## config.mk

```make
export PLATFORM = sky130hd
export DESIGN_NAME = button_click_hold_detector
export DESIGN_NICKNAME = d
export VERILOG_FILES = /design/src/rtl/bchd_pkg.sv /design/src/rtl/bchd_regs.sv /design/src/rtl/bchd_core.sv /design/src/rtl/button_click_hold_detector.sv
export SDC_FILE = /design/constraint.sdc
export NUM_CORES = 1
export LEC_CHECK = 0
export ABC_AREA = 1
export BUFFER_PORTS_ARGS = -buffer_cell sky130_fd_sc_hd__buf_4
export CAP_MARGIN = 20
export CORE_MARGIN = 4
export CORE_UTILIZATION = 31
export DETAILED_ROUTE_END_ITERATION = 10
export SLEW_MARGIN = 20
export SYNTH_ARGS = -nofsm -noshare
export SYNTH_HDL_FRONTEND = slang
export SYNTH_SLANG_ARGS = --single-unit
```

## constraint.sdc

```tcl
create_clock -name i_clk -period 10.2 [get_ports i_clk]
set_input_delay 1.02 -clock i_clk [delete_from_list [all_inputs] [get_ports i_clk]]
set_output_delay 1.02 -clock i_clk [all_outputs]
set_load 0.1 [all_outputs]
```

## src/rtl/bchd_pkg.sv

```systemverilog
// Package for the button click and hold detector.
// Holds the register map, the configuration and result structs and reset values.
// No dependencies.
package bchd_pkg;

    localparam int unsigned AddrWidth = 5;
    localparam int unsigned DataWidth = 32;
    localparam int unsigned TimeWidth = 32;
    localparam int unsigned MsWidth = 16;
    localparam int unsigned CountWidth = 8;
    localparam int unsigned InTdataWidth = 40;
    localparam int unsigned OutTdataWidth = 16;

    typedef enum logic [2:0] {
        REG_DEBOUNCE = 3'd0,
        REG_HOLD_TIMEOUT = 3'd1,
        REG_STEP_PERIOD = 3'd2,
        REG_PULL_TYPE = 3'd3,
        REG_NORMALLY_CLOSED = 3'd4
    } t_reg_index;

    localparam logic [MsWidth-1:0] DebounceReset = 16'd120;
    localparam logic [MsWidth-1:0] HoldTimeoutReset = 16'd1000;
    localparam logic [MsWidth-1:0] StepPeriodReset = 16'd400;
    localparam logic [CountWidth-1:0] CountMax = 8'd255;

    typedef struct packed {
        logic [MsWidth-1:0] debounce_ms;
        logic [MsWidth-1:0] hold_timeout_ms;
        logic [MsWidth-1:0] step_period_ms;
        logic               pull_type;
        logic               normally_closed;
    } t_cfg;

    typedef struct packed {
        logic [CountWidth-1:0] click_count;
        logic                  clicks_done;
        logic                  step_event;
        logic                  holding;
        logic                  held_event;
        logic                  click_event;
        logic                  release_event;
        logic                  press_event;
        logic                  is_pressed;
    } t_result;

endpackage

```

## src/rtl/bchd_regs.sv

```systemverilog
// Configuration register file of the button click and hold detector.
// APB-style write and read access; depends on bchd_pkg.
module bchd_regs (
    input  logic                             i_clk,
    input  logic                             i_rst_n,
    input  logic                             psel,
    input  logic                             penable,
    input  logic                             pwrite,
    input  logic [bchd_pkg::AddrWidth-1:0]   paddr,
    input  logic [bchd_pkg::DataWidth-1:0]   pwdata,
    output logic [bchd_pkg::DataWidth-1:0]   prdata,
    output logic                             pready,
    output bchd_pkg::t_cfg                   o_cfg
);

    bchd_pkg::t_cfg r_cfg;
    bchd_pkg::t_cfg n_cfg;
    logic           wr_en;
    logic [2:0]     reg_index;

    assign pready = 1'b1;
    assign wr_en = psel & penable & pwrite & pready;
    assign reg_index = paddr[4:2];

    always_comb begin
        n_cfg = r_cfg;
        if (wr_en) begin
            case (reg_index)
                bchd_pkg::REG_DEBOUNCE: n_cfg.debounce_ms = pwdata[15:0];
                bchd_pkg::REG_HOLD_TIMEOUT: n_cfg.hold_timeout_ms = pwdata[15:0];
                bchd_pkg::REG_STEP_PERIOD: n_cfg.step_period_ms = pwdata[15:0];
                bchd_pkg::REG_PULL_TYPE: n_cfg.pull_type = pwdata[0];
                bchd_pkg::REG_NORMALLY_CLOSED: n_cfg.normally_closed = pwdata[0];
                default: n_cfg = r_cfg;
            endcase
        end
    end

    always_comb begin
        case (reg_index)
            bchd_pkg::REG_DEBOUNCE: prdata = {16'd0, r_cfg.debounce_ms};
            bchd_pkg::REG_HOLD_TIMEOUT: prdata = {16'd0, r_cfg.hold_timeout_ms};
            bchd_pkg::REG_STEP_PERIOD: prdata = {16'd0, r_cfg.step_period_ms};
            bchd_pkg::REG_PULL_TYPE: prdata = {31'd0, r_cfg.pull_type};
            bchd_pkg::REG_NORMALLY_CLOSED: prdata = {31'd0, r_cfg.normally_closed};
            default: prdata = '0;
        endcase
    end

    always_ff @(posedge i_clk) begin
        if (!i_rst_n) begin
            r_cfg.debounce_ms <= bchd_pkg::DebounceReset;
            r_cfg.hold_timeout_ms <= bchd_pkg::HoldTimeoutReset;
            r_cfg.step_period_ms <= bchd_pkg::StepPeriodReset;
            r_cfg.pull_type <= 1'b0;
            r_cfg.normally_closed <= 1'b0;
        end else begin
            r_cfg <= n_cfg;
        end
    end

    assign o_cfg = r_cfg;

endmodule

```

## src/rtl/bchd_core.sv

```systemverilog
// Per-poll detector logic and its state registers.
// Evaluates press, release, hold, sequence end and step in one pass; depends on bchd_pkg.
module bchd_core (
    input  logic                             i_clk,
    input  logic                             i_rst_n,
    input  logic                             i_fire,
    input  logic                             i_pin_level,
    input  logic [bchd_pkg::TimeWidth-1:0]   i_now_ms,
    input  bchd_pkg::t_cfg                   i_cfg,
    output bchd_pkg::t_result                o_result
);

    logic                              r_press_latched;
    logic                              r_hold_latched;
    logic                              r_stepping;
    logic                              r_click_pending;
    logic [bchd_pkg::TimeWidth-1:0]    r_event_time;
    logic [bchd_pkg::CountWidth-1:0]   r_press_count;
    logic [bchd_pkg::CountWidth-1:0]   r_finished_count;

    logic                              n_press_latched;
    logic                              n_hold_latched;
    logic                              n_stepping;
    logic                              n_click_pending;
    logic [bchd_pkg::TimeWidth-1:0]    n_event_time;
    logic [bchd_pkg::CountWidth-1:0]   n_press_count;
    logic [bchd_pkg::CountWidth-1:0]   n_finished_count;

    logic [bchd_pkg::TimeWidth-1:0]    diff;
    logic                              pressed;
    logic                              ev_press;
    logic                              ev_release;
    logic                              ev_click;
    logic                              ev_held;
    logic                              ev_done;
    logic                              ev_step;
    logic                              time_now_1;
    logic                              time_now_2;
    logic                              time_now_3;
    logic                              hold_el_2;
    logic                              hold_el_3;
    logic                              step_el;
    logic                              cp_1;
    logic [bchd_pkg::CountWidth-1:0]   cnt_1;
    logic [bchd_pkg::CountWidth-1:0]   cnt_3;
    logic                              pl_2;
    logic                              hl_2;
    logic                              st_2;
    logic                              st_3;
    logic                              cp_2;

    // Within a poll the event time is either the stored value or the current
    // timestamp, so one subtract serves every compare; a fresh event gives zero.
    assign diff = i_now_ms - r_event_time;
    assign pressed = ~i_pin_level ^ i_cfg.pull_type ^ i_cfg.normally_closed;

    always_comb begin
        ev_press = pressed & ~r_press_latched
                   & (diff >= {16'd0, i_cfg.debounce_ms});
        cnt_1 = (ev_press && r_press_count != bchd_pkg::CountMax)
                ? r_press_count + 8'd1 : r_press_count;
        cp_1 = r_click_pending | ev_press;
        time_now_1 = ev_press;

        ev_release = ~pressed & r_press_latched;
        ev_click = ev_release & cp_1;
        pl_2 = ev_release ? 1'b0 : (r_press_latched | ev_press);
        hl_2 = ev_release ? 1'b0 : r_hold_latched;
        st_2 = ev_release ? 1'b0 : r_stepping;
        cp_2 = ev_release ? 1'b0 : cp_1;
        time_now_2 = time_now_1 | ev_release;

        hold_el_2 = time_now_2 ? (i_cfg.hold_timeout_ms == '0)
                               : (diff >= {16'd0, i_cfg.hold_timeout_ms});
        ev_held = pl_2 & pressed & ~hl_2 & hold_el_2;
        cnt_3 = ev_held ? '0 : cnt_1;
        st_3 = st_2 | ev_held;
        time_now_3 = time_now_2 | ev_held;

        hold_el_3 = time_now_3 ? (i_cfg.hold_timeout_ms == '0)
                               : (diff >= {16'd0, i_cfg.hold_timeout_ms});
        ev_done = hold_el_3 & (cnt_3 != '0);

        step_el = time_now_3 ? (i_cfg.step_period_ms == '0)
                             : (diff >= {16'd0, i_cfg.step_period_ms});
        ev_step = st_3 & step_el;

        n_press_latched = pl_2;
        n_hold_latched = hl_2 | ev_held;
        n_stepping = st_3;
        n_click_pending = cp_2 & ~ev_held;
        n_press_count = ev_done ? '0 : cnt_3;
        n_finished_count = ev_done ? cnt_3 : r_finished_count;
        n_event_time = (time_now_3 | ev_step) ? i_now_ms : r_event_time;
    end

    always_ff @(posedge i_clk) begin
        if (!i_rst_n) begin
            r_press_latched <= 1'b0;
            r_hold_latched <= 1'b0;
            r_stepping <= 1'b0;
            r_click_pending <= 1'b0;
            r_event_time <= '0;
            r_press_count <= '0;
            r_finished_count <= '0;
        end else if (i_fire) begin
            r_press_latched <= n_press_latched;
            r_hold_latched <= n_hold_latched;
            r_stepping <= n_stepping;
            r_click_pending <= n_click_pending;
            r_event_time <= n_event_time;
            r_press_count <= n_press_count;
            r_finished_count <= n_finished_count;
        end
    end

    always_comb begin
        o_result.is_pressed = pressed;
        o_result.press_event = ev_press;
        o_result.release_event = ev_release;
        o_result.click_event = ev_click;
        o_result.held_event = ev_held;
        o_result.holding = st_3;
        o_result.step_event = ev_step;
        o_result.clicks_done = ev_done;
        o_result.click_count = n_finished_count;
    end

endmodule

```

## src/rtl/button_click_hold_detector.sv

```systemverilog
// Top level of the button click and hold detector.
// Input word register, output word register; uses bchd_pkg, bchd_regs and bchd_core.
//
// The block takes one poll word per clock cycle unless the output side stalls and
// returns one result word for each: the word waits in the input register, then the
// detector logic writes its result to the output register. The two registers let a
// new word enter while a finished result still waits to be taken, so a stream with
// no output stall runs at one word per cycle. The user must write configuration via
// the APB-style port while no word is in flight; the block does not enforce this.
module button_click_hold_detector (
    input  logic                                  i_clk,
    input  logic                                  i_rst_n,
    input  logic                                  s_axis_tvalid,
    output logic                                  s_axis_tready,
    // Fields from bit 0: pin_level [0], now_ms [32:1], zero padding [39:33].
    input  logic [bchd_pkg::InTdataWidth-1:0]     s_axis_tdata,
    output logic                                  m_axis_tvalid,
    input  logic                                  m_axis_tready,
    // Fields from bit 0: is_pressed, press_event, release_event, click_event,
    // held_event, holding, step_event, clicks_done, click_count [15:8].
    output logic [bchd_pkg::OutTdataWidth-1:0]    m_axis_tdata,
    input  logic                                  psel,
    input  logic                                  penable,
    input  logic                                  pwrite,
    input  logic [bchd_pkg::AddrWidth-1:0]        paddr,
    input  logic [bchd_pkg::DataWidth-1:0]        pwdata,
    output logic [bchd_pkg::DataWidth-1:0]        prdata,
    output logic                                  pready
);

    logic                              r_in_valid;
    logic                              r_in_pin;
    logic [bchd_pkg::TimeWidth-1:0]    r_in_now;
    logic                              r_out_valid;
    bchd_pkg::t_result                 r_out;
    logic                              fire;
    logic                              in_take;
    bchd_pkg::t_cfg                    cfg;
    bchd_pkg::t_result                 result;

    bchd_regs u_regs (
        .i_clk   (i_clk),
        .i_rst_n (i_rst_n),
        .psel    (psel),
        .penable (penable),
        .pwrite  (pwrite),
        .paddr   (paddr),
        .pwdata  (pwdata),
        .prdata  (prdata),
        .pready  (pready),
        .o_cfg   (cfg)
    );

    bchd_core u_core (
        .i_clk       (i_clk),
        .i_rst_n     (i_rst_n),
        .i_fire      (fire),
        .i_pin_level (r_in_pin),
        .i_now_ms    (r_in_now),
        .i_cfg       (cfg),
        .o_result    (result)
    );

    assign fire = r_in_valid & (~r_out_valid | m_axis_tready);
    assign s_axis_tready = ~r_in_valid | fire;
    assign in_take = s_axis_tvalid & s_axis_tready;

    always_ff @(posedge i_clk) begin
        if (!i_rst_n) begin
            r_in_valid <= 1'b0;
        end else if (in_take) begin
            r_in_valid <= 1'b1;
        end else if (fire) begin
            r_in_valid <= 1'b0;
        end
    end

    always_ff @(posedge i_clk) begin
        if (in_take) begin
            r_in_pin <= s_axis_tdata[0];
            r_in_now <= s_axis_tdata[32:1];
        end
    end

    always_ff @(posedge i_clk) begin
        if (!i_rst_n) begin
            r_out_valid <= 1'b0;
        end else if (fire) begin
            r_out_valid <= 1'b1;
        end else if (m_axis_tready) begin
            r_out_valid <= 1'b0;
        end
    end

    always_ff @(posedge i_clk) begin
        if (fire) begin
            r_out <= result;
        end
    end

    assign m_axis_tvalid = r_out_valid;
    assign m_axis_tdata = r_out;

endmodule
```

; Word level (Yosys, flattened, before mapping)
; Index checks and enable logic that the tools add are counted.
[totals]
out_inout_bits = 51
romBits = 0
ramBits = 0
reg_bits = 153
latchBits = 0
mem_count = 0
word_cells = 96
[op_classes]
order_cmp = 3
reduce_logical = 13
n_shift = 0
muxes = 16
n_eq_ne = 5
bitwise = 32
addsub = 2
div = 0
mul = 0
[op_table]
columns = op, count
row1 = greater-or-equal comparator 32 x 16 -> 1 bit, 3
row2 = case mux 16 bit (5 select lines), 1
row3 = zero test 16 bit, 2
row4 = 2-to-1 mux 8 bit, 4
row5 = subtractor 32 bit, 1
row6 = bitwise AND 1 bit, 14
row7 = AND reduction 2 bit, 6
row8 = 2-to-1 mux 1 bit, 11
row9 = bitwise OR 1 bit, 9
row10 = "adder 8 x 1 -> 8 bit, second input constant", 1
row11 = "!= test 8 bit, second input constant", 1
row12 = nonzero test 8 bit, 1
row13 = inverter 1 bit, 7
row14 = "equality test 3 x 2 -> 1 bit, second input constant", 2
row15 = nonzero test 2 bit, 2
row16 = "equality test 3 x 1 -> 1 bit, second input constant", 1
row17 = "equality test 3 bit, second input constant", 1
row18 = zero test 3 bit, 1
row19 = XOR 1 bit, 2
row20 = logical AND 1 bit, 1

; Depth between registers and ports, before layout
[depth]
ltp_word = 15
mapped_depth = 33
depth_no_buf = 31

; By module
; A second synthesis with hierarchy kept.
[hier_totals]
hier_cells = 1603
area_unflattened_um2 = 10764.1
[by_module_without_submodules]
columns = mod, cells_per_inst, area_per_inst_um2, instances, seq_area_each_um2
row1 = bchd_core, 1153, 6655.1, 1, 1041.0
row2 = bchd_regs, 388, 2542.4, 1, 1001.0
row3 = button_click_hold_detector, 62, 1566.5, 1, 1511.4

; Worst setup path after synthesis
; No wires, ideal clock.
[synth_timing]
kind = input to output
from = input port paddr[4] (netlist name)
to = output port prdata[1] (netlist name)
cell_stages = 4
required_time_ns = 9.180
arrival_ns = 3.141
setup_slack_ns = 6.039
path_buffers = 1
path_cell_list = nor2_1 -> nand2_1 -> clkbuf_1 -> o221ai_1
[synth_between]
elab_chain_len = 2
elab_cells_between_ends = 6
[synth_rtl]
columns = element, line
row1 = from (decl), button_click_hold_detector.sv:25  ; input logic [bchd_pkg::AddrWidth-1:0] paddr,
row2 = equality test 3 bit (tied with other cells), bchd_regs.sv:40  ; case (reg_index)
row3 = case mux 16 bit (5 select lines) *, bchd_regs.sv:40
row4 = to (decl), button_click_hold_detector.sv:27  ; output logic [bchd_pkg::DataWidth-1:0] prdata,
; Every way passes the cells marked *; elsewhere a longest branch is shown, timed or not.

; Worst setup path after layout
[layout_timing]
from = register r_in_now[0] (netlist name)
to = register u_core.r_event_time[4] (netlist name)
[layout_between]
elab_chain_len = 13
elab_cells_between_ends = 18
[layout_rtl]
columns = element, line
row1 = from (decl), button_click_hold_detector.sv:33  ; logic [bchd_pkg::TimeWidth-1:0] r_in_now;
row2 = from (signal assigned), button_click_hold_detector.sv:81  ; r_in_now <= s_axis_tdata[32:1];
row3 = subtractor 32 bit *, bchd_core.sv:54  ; assign diff = i_now_ms - r_event_time;
row4 = greater-or-equal comparator 32 x 16 -> 1 bit, bchd_core.sv:59  ; & (diff >= {16'd0, i_cfg.debounce_ms});
row5 = bitwise AND 1 bit, bchd_core.sv:59
row6 = bitwise OR 1 bit, bchd_core.sv:67  ; pl_2 = ev_release ? 1'b0 : (r_press_latched | ev_press);
row7 = 2-to-1 mux 1 bit, bchd_core.sv:67
row8 = bitwise AND 1 bit (3 in a row), bchd_core.sv:75  ; ev_held = pl_2 & pressed & ~hl_2 & hold_el_2;
row9 = bitwise OR 1 bit, bchd_core.sv:78  ; time_now_3 = time_now_2 | ev_held;
row10 = 2-to-1 mux 1 bit, bchd_core.sv:84  ; step_el = time_now_3 ? (i_cfg.step_period_ms == '0)
row11 = bitwise AND 1 bit, bchd_core.sv:86  ; ev_step = st_3 & step_el;
row12 = bitwise OR 1 bit *, bchd_core.sv:94  ; n_event_time = (time_now_3 | ev_step) ? i_now_ms : r_event_time;
row13 = AND reduction 2 bit (no source line) *, n/a
row14 = to (signal assigned), bchd_core.sv:111  ; r_event_time <= n_event_time;
row15 = to (decl), bchd_core.sv:17  ; logic [bchd_pkg::TimeWidth-1:0] r_event_time;
; Marked as above.
; A chain may end at the register's enable or synchronous reset.

==> results.toml <==
[clock_network]
cts_setup_buffers = 0
clk_path_buf_depth = 2
htree_levels = 4
cts_tree = "done"
cts_buffers = 17
post_cts_resize_count = 0
cts.sinks = 153
cts-root-buf = "clkbuf_16"
clock_latency_ns = 0.44
clk_pin_slew_worst_paths_ns = 0.06
ctsHoldBuffers = 0

[grt]
grt_overflow = 0
grt_max_degree = 77
grt_pass1_wl_um = 43800
grt_pass1_vias = 8708
grt_antenna_before_repair = 0
grt_use_total_pct = 14.8

[floorplanning]
rows = 66
start_util_pct = 31.4
ios = 135
core_sq_um = 32500
fp.dieArea_sq_um = 35900
fp.dieH_um = 190
die_w_um = 190

[pwr]
powerDensity_nw_per_um2 = 151
cellLeakagePower_nw = 5.55
vdd_drop_max_uv = 103

[worst_setup_path]
crit_cells = 28
r2r_end = "u_core.r_event_time[4]"
cp.required_ns = 10.49
cpPeakStageDelay_ns = 0.56
crit_end = "u_core.r_event_time[4]"
crit_path_start = "r_in_now[0]"
crit_type = "reg2reg"
rr_startpoint = "r_in_now[0]"
r2r.worst_path.cells = 28
cp_max_fo = 33
worst_path_max_delay_cell = "nand2_2"
path_common_cell = "nand2_1"
start_kind = "register"
path_delay_family = "simple AND/OR/NAND/NOR gates"
critPathCaptureType = "register"
crit_arrival_ns = 5.59
path_buf_inv = 3
reg2reg_slack_ns = 4.90

[place]
preCtsSetupSlack_ns = 4.37
post-dp-hpwl_um = 20200
io_buffers = 92
globalplace.congestion = 0.905

[layout]
final_cell_mix = "383 x nand2_1, 244 x inv_1, 116 x a21oi_1, 104 x dfxtp_1, 96 x buf_4"
antennaDiodeCount = 0
seq_area_sq_um = 3550
synthToLayoutAreaGrowth_pct = 16.0
multi_input_area_sq_um = 5450
layout-drive-gt1-share_pct = 13.7
fillCellCount = 3478
final_common_cell = "nand2_1"
nNetsFinal = 1678

[logic_synthesis]
synth_area_sq_um = 10200
synthArstFlopShare_pct = 0
ys.flop_type = "dfxtp_1"
synth-seq-cells = 153
yosysSeqAreaShare_pct = 34.8
synth_cell_types = 44
synth_edf_count = 49
synth_cells = 1437
avgSynthCellArea_sq_um = 7.11
yosys_warnings = 0

[timing]
final_max_slew_viol_count = 0
setup_ws_ns = 4.90
rsz0062_at_grt = "no"
setup_viol = 0
fin_skew_ns = 0.0107
maxSlewHeadroom_pct = 33.0
hold_viol = 0
worst-slew-pin-transition_ns = 1.00
fin_crit_sh_pct = 52.0
post-route-min-period_ns = 5.30
tns_ns = 0
max_freq_mhz = 189

[outcome]
outcome = "completed"

[route]
via_per_inst = 4.66
drt_iter0_drc = 555
wl_per_cell_um = 13.5
vias = 9178
firstDrtPassIters = 5
drc = 0
ant_nets = 0
wirelength_um = 26500

[job]
cap_viol_max_count = 0

[worst_hold_path]
worstHoldPathType = "reg2reg"
[registers in the layout, indices dropped and copies added (netlist names)]
| name | cells |
|---|---|
| u_core.r_press_count | 8 |
| u_core.r_press_latched | 1 |
| u_core.r_hold_latched | 1 |
| u_core.r_stepping | 1 |
| u_regs.o_cfg | 50 |
| m_axis_tvalid | 1 |
| m_axis_tdata | 16 |
| u_core.r_finished_count | 8 |
| u_core.r_click_pending | 1 |
| r_in_pin | 1 |
| u_core.r_event_time | 32 |
| r_in_valid | 1 |
| r_in_now | 32 |
[per-stage QoR]
| step | hold slack [ns] | total power [mW] | cells | cell area, sq um | utilization (%) |
|---|---|---|---|---|---|
| after global placement | 0.448 | 1.13 | 1936 | 11200 | 34.6 |
| after global routing | 0.475 | 1.89 | 1968 | 11800 | 36.4 |
| after floorplan | 0.440 | 1.03 | 1452 | 10300 | - |
| after CTS | 0.464 | 1.81 | 1968 | 11800 | 36.4 |
| after detailed placement | 0.453 | 1.14 | 1936 | 11200 | 34.6 |
| final | 0.459 | 1.78 | 1968 | 11800 | 36.4 |
[logic make-up after synthesis]
| group | count (synthesis) | synth area share, % |
|---|---|---|
| XOR/XNOR | 23 | 1.97 |
| adder cells (fa/ha/maj) | 81 | 9.99 |
| other | 2 | 0.0735 |
| AO/OA/AOI/OAI | 220 | 12.2 |
| buffers and inverters | 314 | 12.5 |
| flip-flops | 153 | 34.8 |
| AND/OR/NAND/NOR | 644 | 28.4 |
[Yosys cell counts (13+ instances only)]
master,instances,area [sq um]
nand3_1,84,420
a21oi_1,116,581
ha_1,80,1000
edfxtp_1,49,1470
inv_2,13,48.8
nand4_1,25,156
o221ai_1,15,131
nand3_2,15,150
nand2_2,20,125
dfxtp_1,104,2080
xor2_1,18,158
o21ai_0,56,280
buf_4,18,135
nand2_1,385,1450
clkbuf_1,27,101
inv_1,245,920
nor2_1,76,285
[per-layer routing]
metal | GRT usage, % | vias up | routed length, um
met5 | 0 | - | 0
met1 | 20.3 | 4168 | 12700
li1 | - | 4765 | -
met4 | 4.56 | 0 | 517
met2 | 23.7 | 212 | 12000
met3 | 3.06 | 33 | 1340
[worst min path at each step]
stage,startpoint,end,cells after the start,slack [ns]
6_report,u_core.r_event_time[28],u_core.r_event_time[28],2,0.46
3_5_place_dp,u_core.r_event_time[10],u_core.r_event_time[10],2,0.45
5_1_grt,u_core.r_event_time[30],u_core.r_event_time[30],2,0.48
4_1_cts,u_core.r_event_time[28],u_core.r_event_time[28],2,0.46
2_1_floorplan,u_core.r_event_time[10],u_core.r_event_time[10],2,0.44
3_3_place_gp,u_core.r_event_time[12],u_core.r_event_time[12],2,0.45
[power breakdown]
| part | internal, mW | leakage [nW] | switching (mW) | total [mW] |
|---|---|---|---|---|
| logic | 0.140 | 3.93 | 0.319 | 0.459 |
| registers | 0.655 | 1.32 | 0.0129 | 0.668 |
| clock network | 0.362 | 0.295 | 0.295 | 0.657 |
[final cells by class]
class                           instances  area share (%)
Sequential cell                       153            30.0
Inverter                              260            8.24
Tap cell                              442            4.67
Timing Repair Buffer                   96            6.08
Clock inverter                         14            1.25
Multi-Input combinational cell        985            46.0
Clock buffer                           18            3.80
[worst min-delay path, stage by stage (launching register included)]
cell	delay [ns]
dfxtp_1	0.31
nand2_1	0.06
a21oi_1	0.05
No activity file was read; power rests on OpenSTA's default activity.
